`src/rtl/nptc_pkg.sv`:
```
package nptc_pkg;

	localparam int COORD_W  = 32;
	localparam int COLOUR_W = 16;
	localparam int WIDE_W   = COORD_W + 1;
	localparam int TDATA_W  = 3 * COORD_W + 3 * COLOUR_W;

	typedef enum logic [2:0] {
		S_IDLE,
		S_LDA,
		S_LDB,
		S_DIV,
		S_LERP,
		S_EMIT
	} state_t;

	typedef enum logic [2:0] {
		SRC_V0,
		SRC_V1,
		SRC_V2,
		SRC_PA,
		SRC_PB
	} src_t;

	typedef enum logic [2:0] {
		CC_NONE,
		CC_B01,
		CC_B02,
		CC_B12,
		CC_B0,
		CC_B1,
		CC_B2
	} clip_case_t;

	function automatic src_t vidx_src(input logic [1:0] idx);
		unique case (idx)
			2'd0:    return SRC_V0;
			2'd1:    return SRC_V1;
			default: return SRC_V2;
		endcase
	endfunction

	// emission order of each case, up to six vertices
	function automatic src_t seq_src(input clip_case_t cc, input logic [2:0] k);
		src_t far_v;
		src_t alt_v;
		far_v = SRC_V2;
		alt_v = SRC_V1;
		unique case (cc)
			CC_B0:   begin far_v = SRC_V2; alt_v = SRC_V1; end
			CC_B1:   begin far_v = SRC_V2; alt_v = SRC_V0; end
			CC_B2:   begin far_v = SRC_V1; alt_v = SRC_V0; end
			CC_B01:  far_v = SRC_V2;
			CC_B02:  far_v = SRC_V1;
			CC_B12:  far_v = SRC_V0;
			default: far_v = SRC_V2;
		endcase
		if (cc == CC_NONE) begin
			return vidx_src(k[1:0]);
		end
		if (cc == CC_B01 || cc == CC_B02 || cc == CC_B12) begin
			unique case (k)
				3'd0:    return SRC_PA;
				3'd1:    return far_v;
				default: return SRC_PB;
			endcase
		end
		unique case (k)
			3'd0:    return SRC_PA;
			3'd1:    return SRC_PB;
			3'd2:    return far_v;
			3'd3:    return alt_v;
			3'd4:    return SRC_PA;
			default: return far_v;
		endcase
	endfunction

	function automatic logic [2:0] seq_len(input clip_case_t cc);
		unique case (cc)
			CC_B0, CC_B1, CC_B2: return 3'd6;
			default:             return 3'd3;
		endcase
	endfunction

	// behind vertex of cut sel (0 = PA, 1 = PB)
	function automatic logic [1:0] cut_a(input clip_case_t cc, input logic sel);
		unique case (cc)
			CC_B01:  return sel ? 2'd1 : 2'd0;
			CC_B02:  return sel ? 2'd2 : 2'd0;
			CC_B12:  return sel ? 2'd2 : 2'd1;
			CC_B0:   return 2'd0;
			CC_B1:   return 2'd1;
			default: return 2'd2;
		endcase
	endfunction

	function automatic logic [1:0] cut_b(input clip_case_t cc, input logic sel);
		unique case (cc)
			CC_B01:  return 2'd2;
			CC_B02:  return 2'd1;
			CC_B12:  return 2'd0;
			CC_B0:   return sel ? 2'd2 : 2'd1;
			CC_B1:   return sel ? 2'd2 : 2'd0;
			default: return sel ? 2'd1 : 2'd0;
		endcase
	endfunction

endpackage

```
`src/rtl/nptc_div.sv`:
```
module nptc_div #(
	parameter int QW = 17
) (
	input  logic                         clk,
	input  logic                         arst_n,
	input  logic                         start,
	input  logic [nptc_pkg::WIDE_W-1:0]  num,
	input  logic [nptc_pkg::WIDE_W-1:0]  den,
	output logic                         done,
	output logic [QW-1:0]                quot
);
	import nptc_pkg::*;

	localparam int CW = $clog2(QW + 1);

	logic [WIDE_W:0]   rem_q;
	logic [WIDE_W-1:0] den_q;
	logic [CW-1:0]     cnt_q;
	logic              busy_q;
	logic [QW-1:0]     quot_q;
	logic [WIDE_W+1:0] diff;
	logic              qbit;
	logic [WIDE_W:0]   rem_nx;

	assign diff   = {1'b0, rem_q} - {2'b00, den_q};
	assign qbit   = !diff[WIDE_W+1];
	assign rem_nx = qbit ? diff[WIDE_W:0] : rem_q;
	assign done   = busy_q && (cnt_q == '0);
	assign quot   = quot_q;

	always_ff @(posedge clk or negedge arst_n) begin
		if (!arst_n) begin
			busy_q <= 1'b0;
			cnt_q  <= '0;
		end else if (start) begin
			busy_q <= 1'b1;
			cnt_q  <= CW'(QW);
		end else if (done) begin
			busy_q <= 1'b0;
		end else if (busy_q) begin
			cnt_q <= cnt_q - 1'b1;
		end
	end

	always_ff @(posedge clk) begin
		if (start) begin
			rem_q  <= {1'b0, num};
			den_q  <= den;
			quot_q <= '0;
		end else if (busy_q && cnt_q != '0) begin
			rem_q  <= {rem_nx[WIDE_W-1:0], 1'b0};
			quot_q <= {quot_q[QW-2:0], qbit};
		end
	end

endmodule

```
`src/rtl/nptc_lerp.sv`:
```
module nptc_lerp #(
	parameter int FB = 16
) (
	input  logic                                clk,
	input  logic                                arst_n,
	input  logic                                issue,
	input  logic signed [nptc_pkg::WIDE_W-1:0]  a,
	input  logic signed [nptc_pkg::WIDE_W-1:0]  b,
	input  logic [FB:0]                         ratio,
	output logic                                res_vld,
	output logic signed [nptc_pkg::WIDE_W-1:0]  res
);
	import nptc_pkg::*;

	localparam int PW = WIDE_W + FB + 2;

	logic signed [WIDE_W:0]   d;
	logic [WIDE_W:0]          mag;
	logic                     vld_s1;
	logic                     neg_s1;
	logic signed [WIDE_W-1:0] a_s1;
	logic [PW-1:0]            prod_s1;
	logic [WIDE_W-1:0]        part;
	logic                     vld_s2;
	logic signed [WIDE_W-1:0] res_s2;

	assign d    = {b[WIDE_W-1], b} - {a[WIDE_W-1], a};
	assign mag  = d[WIDE_W] ? (~d + 1'b1) : d;
	assign part = prod_s1[FB +: WIDE_W];

	always_ff @(posedge clk or negedge arst_n) begin
		if (!arst_n) begin
			vld_s1 <= 1'b0;
			vld_s2 <= 1'b0;
		end else begin
			vld_s1 <= issue;
			vld_s2 <= vld_s1;
		end
	end

	always_ff @(posedge clk) begin
		prod_s1 <= PW'(mag) * PW'(ratio);
		neg_s1  <= d[WIDE_W];
		a_s1    <= a;
		res_s2  <= neg_s1 ? a_s1 - $signed(part) : a_s1 + $signed(part);
	end

	assign res_vld = vld_s2;
	assign res     = res_s2;

endmodule

```
`src/rtl/near_plane_triangle_clipper_unit.sv`:
```
// Near-plane triangle clipper. Send the three vertices of a triangle as three
// input beats (x, y, z, red, green, blue); after the third, the block takes no
// beat until the triangle is finished. It then emits 0, 3 or 6 vertex beats,
// tuser giving the corner within each output triangle and tlast marking the
// final vertex of the input triangle. A triangle with no vertex behind the
// plane goes straight to emission after its third beat. Each clipped edge is
// cut by one shared restoring divider and one shared multiplier that works
// through five channels in turn, after the operands of both end vertices are
// loaded. Once both cuts are done, a clipped triangle emits one beat per cycle
// while the output is not stalled by m_axis_tready.
// near_plane is sampled with the third vertex.
module near_plane_triangle_clipper_unit #(
	parameter int COORD_FRAC_BITS = 16
) (
	input  logic                          clk,
	input  logic                          arst_n,
	input  logic                          cfg_wr_en,
	input  logic [31:0]                   cfg_wr_data,
	input  logic                          s_axis_tvalid,
	output logic                          s_axis_tready,
	// pos_x, pos_y, pos_z, red, green, blue
	input  logic [nptc_pkg::TDATA_W-1:0]  s_axis_tdata,
	output logic                          m_axis_tvalid,
	input  logic                          m_axis_tready,
	// out_x, out_y, out_z, out_red, out_green, out_blue
	output logic [nptc_pkg::TDATA_W-1:0]  m_axis_tdata,
	// corner
	output logic [1:0]                    m_axis_tuser,
	output logic                          m_axis_tlast
);
	import nptc_pkg::*;

	localparam int QW = COORD_FRAC_BITS + 1;

	state_t     state_q, state_nx;
	clip_case_t case_q;
	logic [31:0] near_q, near_s_q;
	logic [1:0]  vcnt_q;

	logic [COORD_W-1:0]  vx_q [3];
	logic [COORD_W-1:0]  vy_q [3];
	logic [COORD_W-1:0]  vz_q [3];
	logic [COLOUR_W-1:0] vr_q [3];
	logic [COLOUR_W-1:0] vg_q [3];
	logic [COLOUR_W-1:0] vb_q [3];

	logic signed [WIDE_W-1:0] a_q [5];
	logic signed [WIDE_W-1:0] b_q [5];
	logic [COORD_W-1:0] a_z_q;
	logic [COORD_W-1:0] cx_q [2];
	logic [COORD_W-1:0] cy_q [2];
	logic [COLOUR_W-1:0] cr_q [2];
	logic [COLOUR_W-1:0] cg_q [2];
	logic [COLOUR_W-1:0] cb_q [2];

	logic        sel_q;
	logic [2:0]  iss_q, got_q, k_q;
	logic        out_vld_q;
	logic [TDATA_W-1:0] out_data_q;
	logic [1:0]  out_corner_q;
	logic        out_last_q;

	logic        in_fire, slot_free, div_start, div_done, lerp_vld;
	logic [QW-1:0] ratio;
	logic signed [WIDE_W-1:0] lerp_res;
	logic [1:0]  rd_idx;
	src_t        src;
	logic        b0, b1, b2;
	clip_case_t  case_nx;
	logic [WIDE_W-1:0] div_num, div_den;
	logic [COORD_W-1:0]  rx, ry, rz;
	logic [COLOUR_W-1:0] rr, rg, rb;
	logic [COORD_W-1:0]  ex, ey, ez;
	logic [COLOUR_W-1:0] er, eg, eb;
	logic [COORD_W-1:0]  in_x, in_y, in_z;
	logic [COLOUR_W-1:0] in_r, in_g, in_b;

	assign in_x = s_axis_tdata[0 +: COORD_W];
	assign in_y = s_axis_tdata[COORD_W +: COORD_W];
	assign in_z = s_axis_tdata[2*COORD_W +: COORD_W];
	assign in_r = s_axis_tdata[3*COORD_W +: COLOUR_W];
	assign in_g = s_axis_tdata[3*COORD_W+COLOUR_W +: COLOUR_W];
	assign in_b = s_axis_tdata[3*COORD_W+2*COLOUR_W +: COLOUR_W];

	assign s_axis_tready = (state_q == S_IDLE);
	assign in_fire       = s_axis_tvalid && s_axis_tready;
	assign slot_free     = !out_vld_q || m_axis_tready;
	assign src           = seq_src(case_q, k_q);

	assign b0 = $signed(vz_q[0]) < $signed(near_q);
	assign b1 = $signed(vz_q[1]) < $signed(near_q);
	assign b2 = $signed(in_z) < $signed(near_q);

	always_comb begin
		unique case ({b2, b1, b0})
			3'b011:  case_nx = CC_B01;
			3'b101:  case_nx = CC_B02;
			3'b110:  case_nx = CC_B12;
			3'b001:  case_nx = CC_B0;
			3'b010:  case_nx = CC_B1;
			3'b100:  case_nx = CC_B2;
			default: case_nx = CC_NONE;
		endcase
	end

	always_comb begin
		unique case (state_q)
			S_LDA:   rd_idx = cut_a(case_q, sel_q);
			S_LDB:   rd_idx = cut_b(case_q, sel_q);
			default: rd_idx = (src == SRC_V0) ? 2'd0 : (src == SRC_V1) ? 2'd1 : 2'd2;
		endcase
	end

	always_comb begin
		rx = vx_q[0]; ry = vy_q[0]; rz = vz_q[0];
		rr = vr_q[0]; rg = vg_q[0]; rb = vb_q[0];
		unique case (rd_idx)
			2'd1: begin
				rx = vx_q[1]; ry = vy_q[1]; rz = vz_q[1];
				rr = vr_q[1]; rg = vg_q[1]; rb = vb_q[1];
			end
			2'd2: begin
				rx = vx_q[2]; ry = vy_q[2]; rz = vz_q[2];
				rr = vr_q[2]; rg = vg_q[2]; rb = vb_q[2];
			end
			default: ;
		endcase
	end

	assign div_start = (state_q == S_LDB);
	assign div_num   = {near_s_q[31], near_s_q} - {a_z_q[31], a_z_q};
	assign div_den   = {rz[31], rz} - {a_z_q[31], a_z_q};

	nptc_div #(.QW(QW)) u_div (
		.clk    (clk),
		.arst_n (arst_n),
		.start  (div_start),
		.num    (div_num),
		.den    (div_den),
		.done   (div_done),
		.quot   (ratio)
	);

	nptc_lerp #(.FB(COORD_FRAC_BITS)) u_lerp (
		.clk     (clk),
		.arst_n  (arst_n),
		.issue   (state_q == S_LERP && iss_q < 3'd5),
		.a       (a_q[iss_q < 3'd5 ? iss_q : 3'd0]),
		.b       (b_q[iss_q < 3'd5 ? iss_q : 3'd0]),
		.ratio   (ratio),
		.res_vld (lerp_vld),
		.res     (lerp_res)
	);

	always_comb begin
		ex = rx; ey = ry; ez = rz; er = rr; eg = rg; eb = rb;
		if (src == SRC_PA || src == SRC_PB) begin
			ex = cx_q[src == SRC_PB];
			ey = cy_q[src == SRC_PB];
			ez = near_s_q;
			er = cr_q[src == SRC_PB];
			eg = cg_q[src == SRC_PB];
			eb = cb_q[src == SRC_PB];
		end
	end

	always_comb begin
		state_nx = state_q;
		unique case (state_q)
			S_IDLE: begin
				if (in_fire && vcnt_q == 2'd2) begin
					if (b0 && b1 && b2) begin
						state_nx = S_IDLE;
					end else if (case_nx == CC_NONE) begin
						state_nx = S_EMIT;
					end else begin
						state_nx = S_LDA;
					end
				end
			end
			S_LDA:  state_nx = S_LDB;
			S_LDB:  state_nx = S_DIV;
			S_DIV:  if (div_done) state_nx = S_LERP;
			S_LERP: begin
				if (lerp_vld && got_q == 3'd4) begin
					state_nx = sel_q ? S_EMIT : S_LDA;
				end
			end
			S_EMIT: begin
				if (slot_free && k_q == seq_len(case_q) - 1'b1) begin
					state_nx = S_IDLE;
				end
			end
			default: state_nx = S_IDLE;
		endcase
	end

	always_ff @(posedge clk or negedge arst_n) begin
		if (!arst_n) begin
			state_q   <= S_IDLE;
			vcnt_q    <= '0;
			near_q    <= 32'd6554;
			out_vld_q <= 1'b0;
			sel_q     <= 1'b0;
			iss_q     <= '0;
			got_q     <= '0;
			k_q       <= '0;
			case_q    <= CC_NONE;
		end else begin
			state_q <= state_nx;
			if (cfg_wr_en) begin
				near_q <= cfg_wr_data;
			end
			if (in_fire) begin
				vcnt_q <= (vcnt_q == 2'd2) ? 2'd0 : vcnt_q + 1'b1;
				if (vcnt_q == 2'd2) begin
					case_q <= case_nx;
					sel_q  <= 1'b0;
					k_q    <= '0;
				end
			end
			if (state_q == S_DIV) begin
				iss_q <= '0;
				got_q <= '0;
			end
			if (state_q == S_LERP) begin
				if (iss_q < 3'd5) begin
					iss_q <= iss_q + 1'b1;
				end
				if (lerp_vld) begin
					got_q <= got_q + 1'b1;
					if (got_q == 3'd4) begin
						sel_q <= 1'b1;
					end
				end
			end
			if (state_q == S_EMIT && slot_free) begin
				out_vld_q <= 1'b1;
				k_q       <= k_q + 1'b1;
			end else if (m_axis_tready) begin
				out_vld_q <= 1'b0;
			end
		end
	end

	always_ff @(posedge clk) begin
		if (in_fire) begin
			vx_q[vcnt_q] <= in_x;
			vy_q[vcnt_q] <= in_y;
			vz_q[vcnt_q] <= in_z;
			vr_q[vcnt_q] <= in_r;
			vg_q[vcnt_q] <= in_g;
			vb_q[vcnt_q] <= in_b;
			if (vcnt_q == 2'd2) begin
				near_s_q <= near_q;
			end
		end
		if (state_q == S_LDA) begin
			a_z_q  <= rz;
			a_q[0] <= $signed({rx[31], rx});
			a_q[1] <= $signed({ry[31], ry});
			a_q[2] <= $signed({17'd0, rr});
			a_q[3] <= $signed({17'd0, rg});
			a_q[4] <= $signed({17'd0, rb});
		end
		if (state_q == S_LDB) begin
			b_q[0] <= $signed({rx[31], rx});
			b_q[1] <= $signed({ry[31], ry});
			b_q[2] <= $signed({17'd0, rr});
			b_q[3] <= $signed({17'd0, rg});
			b_q[4] <= $signed({17'd0, rb});
		end
		if (state_q == S_LERP && lerp_vld) begin
			unique case (got_q)
				3'd0:    cx_q[sel_q] <= lerp_res[COORD_W-1:0];
				3'd1:    cy_q[sel_q] <= lerp_res[COORD_W-1:0];
				3'd2:    cr_q[sel_q] <= lerp_res[COLOUR_W-1:0];
				3'd3:    cg_q[sel_q] <= lerp_res[COLOUR_W-1:0];
				default: cb_q[sel_q] <= lerp_res[COLOUR_W-1:0];
			endcase
		end
		if (state_q == S_EMIT && slot_free) begin
			out_data_q   <= {eb, eg, er, ez, ey, ex};
			out_corner_q <= (k_q >= 3'd3) ? 2'(k_q - 3'd3) : k_q[1:0];
			out_last_q   <= (k_q == seq_len(case_q) - 1'b1);
		end
	end

	assign m_axis_tvalid = out_vld_q;
	assign m_axis_tdata  = out_data_q;
	assign m_axis_tuser  = out_corner_q;
	assign m_axis_tlast  = out_last_q;

`ifndef SYNTH
	a_vcnt_range: assert property (@(posedge clk) disable iff (!arst_n)
		vcnt_q != 2'd3)
		else $error("vertex count out of range");
	a_emit_bound: assert property (@(posedge clk) disable iff (!arst_n)
		(state_q == S_EMIT) |-> (k_q < seq_len(case_q)))
		else $error("emission index past sequence end");
	a_div_in_div: assert property (@(posedge clk) disable iff (!arst_n)
		div_done |-> (state_q == S_DIV))
		else $error("divider finished outside divide state");
	a_lerp_count: assert property (@(posedge clk) disable iff (!arst_n)
		(state_q == S_LERP && lerp_vld) |-> (got_q < iss_q))
		else $error("lerp result without issue");
`endif

endmodule

```
`config.mk`:
```
export PLATFORM = sky130hd
export DESIGN_NAME = near_plane_triangle_clipper_unit
export DESIGN_NICKNAME = d
export VERILOG_FILES = /design/src/rtl/nptc_pkg.sv /design/src/rtl/nptc_div.sv /design/src/rtl/nptc_lerp.sv /design/src/rtl/near_plane_triangle_clipper_unit.sv
export SDC_FILE = /design/constraint.sdc
export NUM_CORES = 2
export LEC_CHECK = 0
export BUFFER_PORTS_ARGS = -buffer_cell sky130_fd_sc_hd__buf_2
export CORE_MARGIN = 8
export CORE_UTILIZATION = 45
export CTS_BUF_LIST = sky130_fd_sc_hd__clkbuf_4 sky130_fd_sc_hd__clkbuf_8
export DETAILED_ROUTE_END_ITERATION = 7
export HOLD_SLACK_MARGIN = 0.1
export PLACE_DENSITY_LB_ADDON = 0.3
export SETUP_SLACK_MARGIN = 0.2
export SLEW_MARGIN = 40
export SYNTH_ARGS = -nofsm -noshare
export SYNTH_HDL_FRONTEND = slang
export SYNTH_SLANG_ARGS = --single-unit
```
`constraint.sdc`:
```
create_clock -name clk -period 14 [get_ports clk]
set_input_delay 0.7 -clock clk [delete_from_list [all_inputs] [get_ports clk]]
set_output_delay 0.7 -clock clk [all_outputs]
set_load 0.05 [all_outputs]
```
==> run_results.csv <==
group,metric,value,unit
critical_path,crit_path_max_incr_delay,0.65,ns
synth,synth-seq-area-share,50.4,%
final_layout,drive_gt1_share,12.1,%
clock_tree,cts_max_level,4,
sta,worstMarginPinSlew,0.921,ns
global_routing,grtUsageTotal,21.8,%
drt,avgRoutedWirePerCell,21.5,µm
floorplan,die_h,428,µm
synth,synth_largest_area_cell,"edfxtp_1",
synth,synthTopCellsByArea,"edfxtp_1 45%, fa_1 13%, ha_1 6.2%",
synth,mappedNetlistArea,76400,µm²
sta,rsz0062_at_grt,"false",
clock_tree,postCtsSetupBuffers,0,
drt,routed_wl,204000,µm
drt,remaining_drc_errors,0,
final_layout,final_net_count,8143,
hold_path,hold_start,"m_axis_tready",
critical_path,critical_path.endpoint_type,"register",
synth,synth.distinct_cells,91,
critical_path,cp_common_cell,"fa_1",
critical_path,crit_family,"adder cells",
drt,drt-initial-drc-count,4379,
global_routing,grt_max_degree,160,
synth,synth_cells,6599,
critical_path,cp_slowest_cell,"nor4bb_1",
clock_tree,cts_tree,"done",
critical_path,rr_endpoint,"u_lerp.prod_s1[47]",
hold_path,whs_path_depth,3,
synth,synth_common_cells,"1157 x edfxtp_1, 926 x nand2_1, 733 x inv_1",
synth,synth.most_common_cell,"edfxtp_1",
sta,relSlewSlack,38.5,%
critical_path,worst-path-buf-inv,7,
sta,fin_setup_tns,0,ns
clock_tree,cts_root_buffer,"clkbuf_8",
global_routing,antenna_found_initial,11,
placement,io_buffers,329,
status,status,"finished, final reports clean",
floorplan,dieArea,183000,µm²
clock_tree,cts_buffer_depth,3,
synth,synthFlopType,"edfxtp_1",
synth,yosysWarningCount,0,
sta,setup_viol,0,
clock_tree,clock_latency,0.98,ns
synth,async_reset_ff_share,4.43,%
drt,firstDrtPassIters,6,
clock_tree,cts.clk_slew.worst_paths,0.06,ns
critical_path,path_class,"register to register",
floorplan,fp.dieW,428,µm
drt,num_vias,51838,
sta,skew,0.0857,ns
synth,ys_ff_latch,1331,
critical_path,crit_fanout,43,
sta,timing.final.crit_share,92.7,%
critical_path,reg2regPathDepth,43,
synth,synth_edf_count,1157,
floorplan,rows,151,
sta,slew_viol_final,0,
critical_path,crit_arrival,13.85,ns
synth,synth_area_per_cell,11.6,µm²
sta,finalHoldViolCount,0,
placement,place.gp.congestion,0.913,
hold_path,hold-path-endpoint,"m_axis_tvalid",
hold_path,hold_class,"input port to register",
drt,ant_nets,0,
critical_path,r2r_slack,1.03,ns
global_routing,gr-total-overflow,0,
clock_tree,clock_sinks,1331,
clock_tree,cts_buffers,200,
critical_path,r2r-start,"iss_q[1]",
sta,max_freq,0.0771,GHz
final_layout,synthToLayoutAreaGrowth,13.6,%
global_routing,grt_pass1_vias,52519,
sta,period_needed,12.97,ns
placement,dp_hpwl,145000,µm
floorplan,io_pins,330,
drt,avgViaCountPerCell,5.46,
global_routing,grt_pass1_wl,313000,µm
synth,synth_top_area_share,45.5,%
floorplan,initial_utilization,45.2,%
critical_path,required,14.88,ns
critical_path,startpoint_type,"register",
floorplan,core_area,169000,µm²
run,drv_cap,0,
[cell type report]
class,instances,area (µm²)
Timing Repair Buffer,591,4150
Sequential cell,1331,38600
Multi-Input combinational cell,4247,34200
Inverter,733,2770
Clock buffer,273,3410
Antenna cell,9,22.5
Clock inverter,99,903
Tap cell,2218,2780
Fill cell,14401,82300
[layout by cell type, fill, tap and decap left out, drive strengths merged, types with 63 or more instances in the layout]
| cell | count |
|---|---|
| and2 | 191 |
| edfxtp | 1157 |
| nor2b | 80 |
| ha | 378 |
| a22oi | 149 |
| clkinv | 70 |
| clkbuf | 273 |
| dfxtp | 115 |
| a211oi | 63 |
| mux2i | 139 |
| a21o | 103 |
| fa | 480 |
| buf | 414 |
| inv | 741 |
| nand2 | 927 |
| o21ai | 437 |
| nor2 | 198 |
| dlygate4sd3 | 177 |
| xnor2 | 173 |
| a21oi | 276 |
[logic make-up after synthesis]
kind of cell               count (synthesis)  synth area share, %
AOI/OAI and AO/OA                       1246                 10.2
muxes                                    189                 2.56
DFF                                     1331                 50.4
xor gates and xnor gates                 232                 2.68
buffers and inverters                   1033                 5.11
other                                      2              0.00983
and+or+nand+nor                         1708                 10.3
adders and majority gates                858                 18.8
[worst reg2reg max path: cells and delay by family, from the launching register on]
kind,cells,cell delay (ns)
compound gates,13,3.39
simple gates,11,2.99
buf+inv,7,1.44
fa+ha+maj,8,3.82
flops,1,0.60
xor+xnor,4,0.70
[what timing repair did]
| action | 4_1_cts | 5_1_grt |
|---|---|---|
| setup endpoints to repair | 0 | 1 |
| hold endpoints to repair | 516 | 0 |
| gates resized for setup | 0 | 1 |
| hold buffers | 177 | 0 |
[worst max path at each step]
stage	from	endpoint	slack [ns]	cells past startpoint
final	iss_q[1]	u_lerp.prod_s1[47]	1.03	43
after detailed placement	iss_q[0]	u_lerp.prod_s1[47]	0.83	43
after CTS	iss_q[0]	u_lerp.prod_s1[47]	0.79	43
after global placement	iss_q[0]	u_lerp.prod_s1[47]	0.96	43
after floorplan	state_q[1]	vb_q[1][0]	0.62	4
after global routing	iss_q[0]	u_lerp.prod_s1[47]	0.27	44
[state kept, by name, indices dropped and copies added (netlist names), 33 cells and up]
| name | count |
|---|---|
| vx_q | 96 |
| u_div.den_q | 33 |
| vz_q | 96 |
| b_q | 112 |
| u_div.rem_q | 34 |
| vy_q | 96 |
| vb_q | 48 |
| m_axis_tdata | 144 |
| cx_q | 64 |
| vr_q | 48 |
| a_q | 112 |
| cy_q | 64 |
| vg_q | 48 |
[per-stage QoR]
step / setup slack (ns) / cell area (µm²) / utilization [%] / instances / hold slack [ns]
after global placement: 0.964 / 80500 / 47.6 / 8940 / 0.336
after floorplan: 0.623 / 76400 / - / 6611 / 0.331
final: 1.03 / 86800 / 51.3 / 9501 / 0.212
after CTS: 0.793 / 86700 / 51.3 / 9492 / 0.108
after detailed placement: 0.832 / 80600 / 47.7 / 8943 / 0.338
after global routing: 0.266 / 86800 / 51.3 / 9497 / 0.158
[metal layers]
metal / share of wire (%) / up-vias / global-route usage (%)
li1: - / 23795 / -
met1: 42 / 25878 / 29.0
met2: 48 / 1802 / 36.0
met3: 6.2 / 359 / 3.33
met4: 4.0 / 4 / 8.48
met5: 0.014 / - / 0
Power is not shown: default switching activity piles up to over one toggle a cycle in this logic, so the estimate is an artifact.
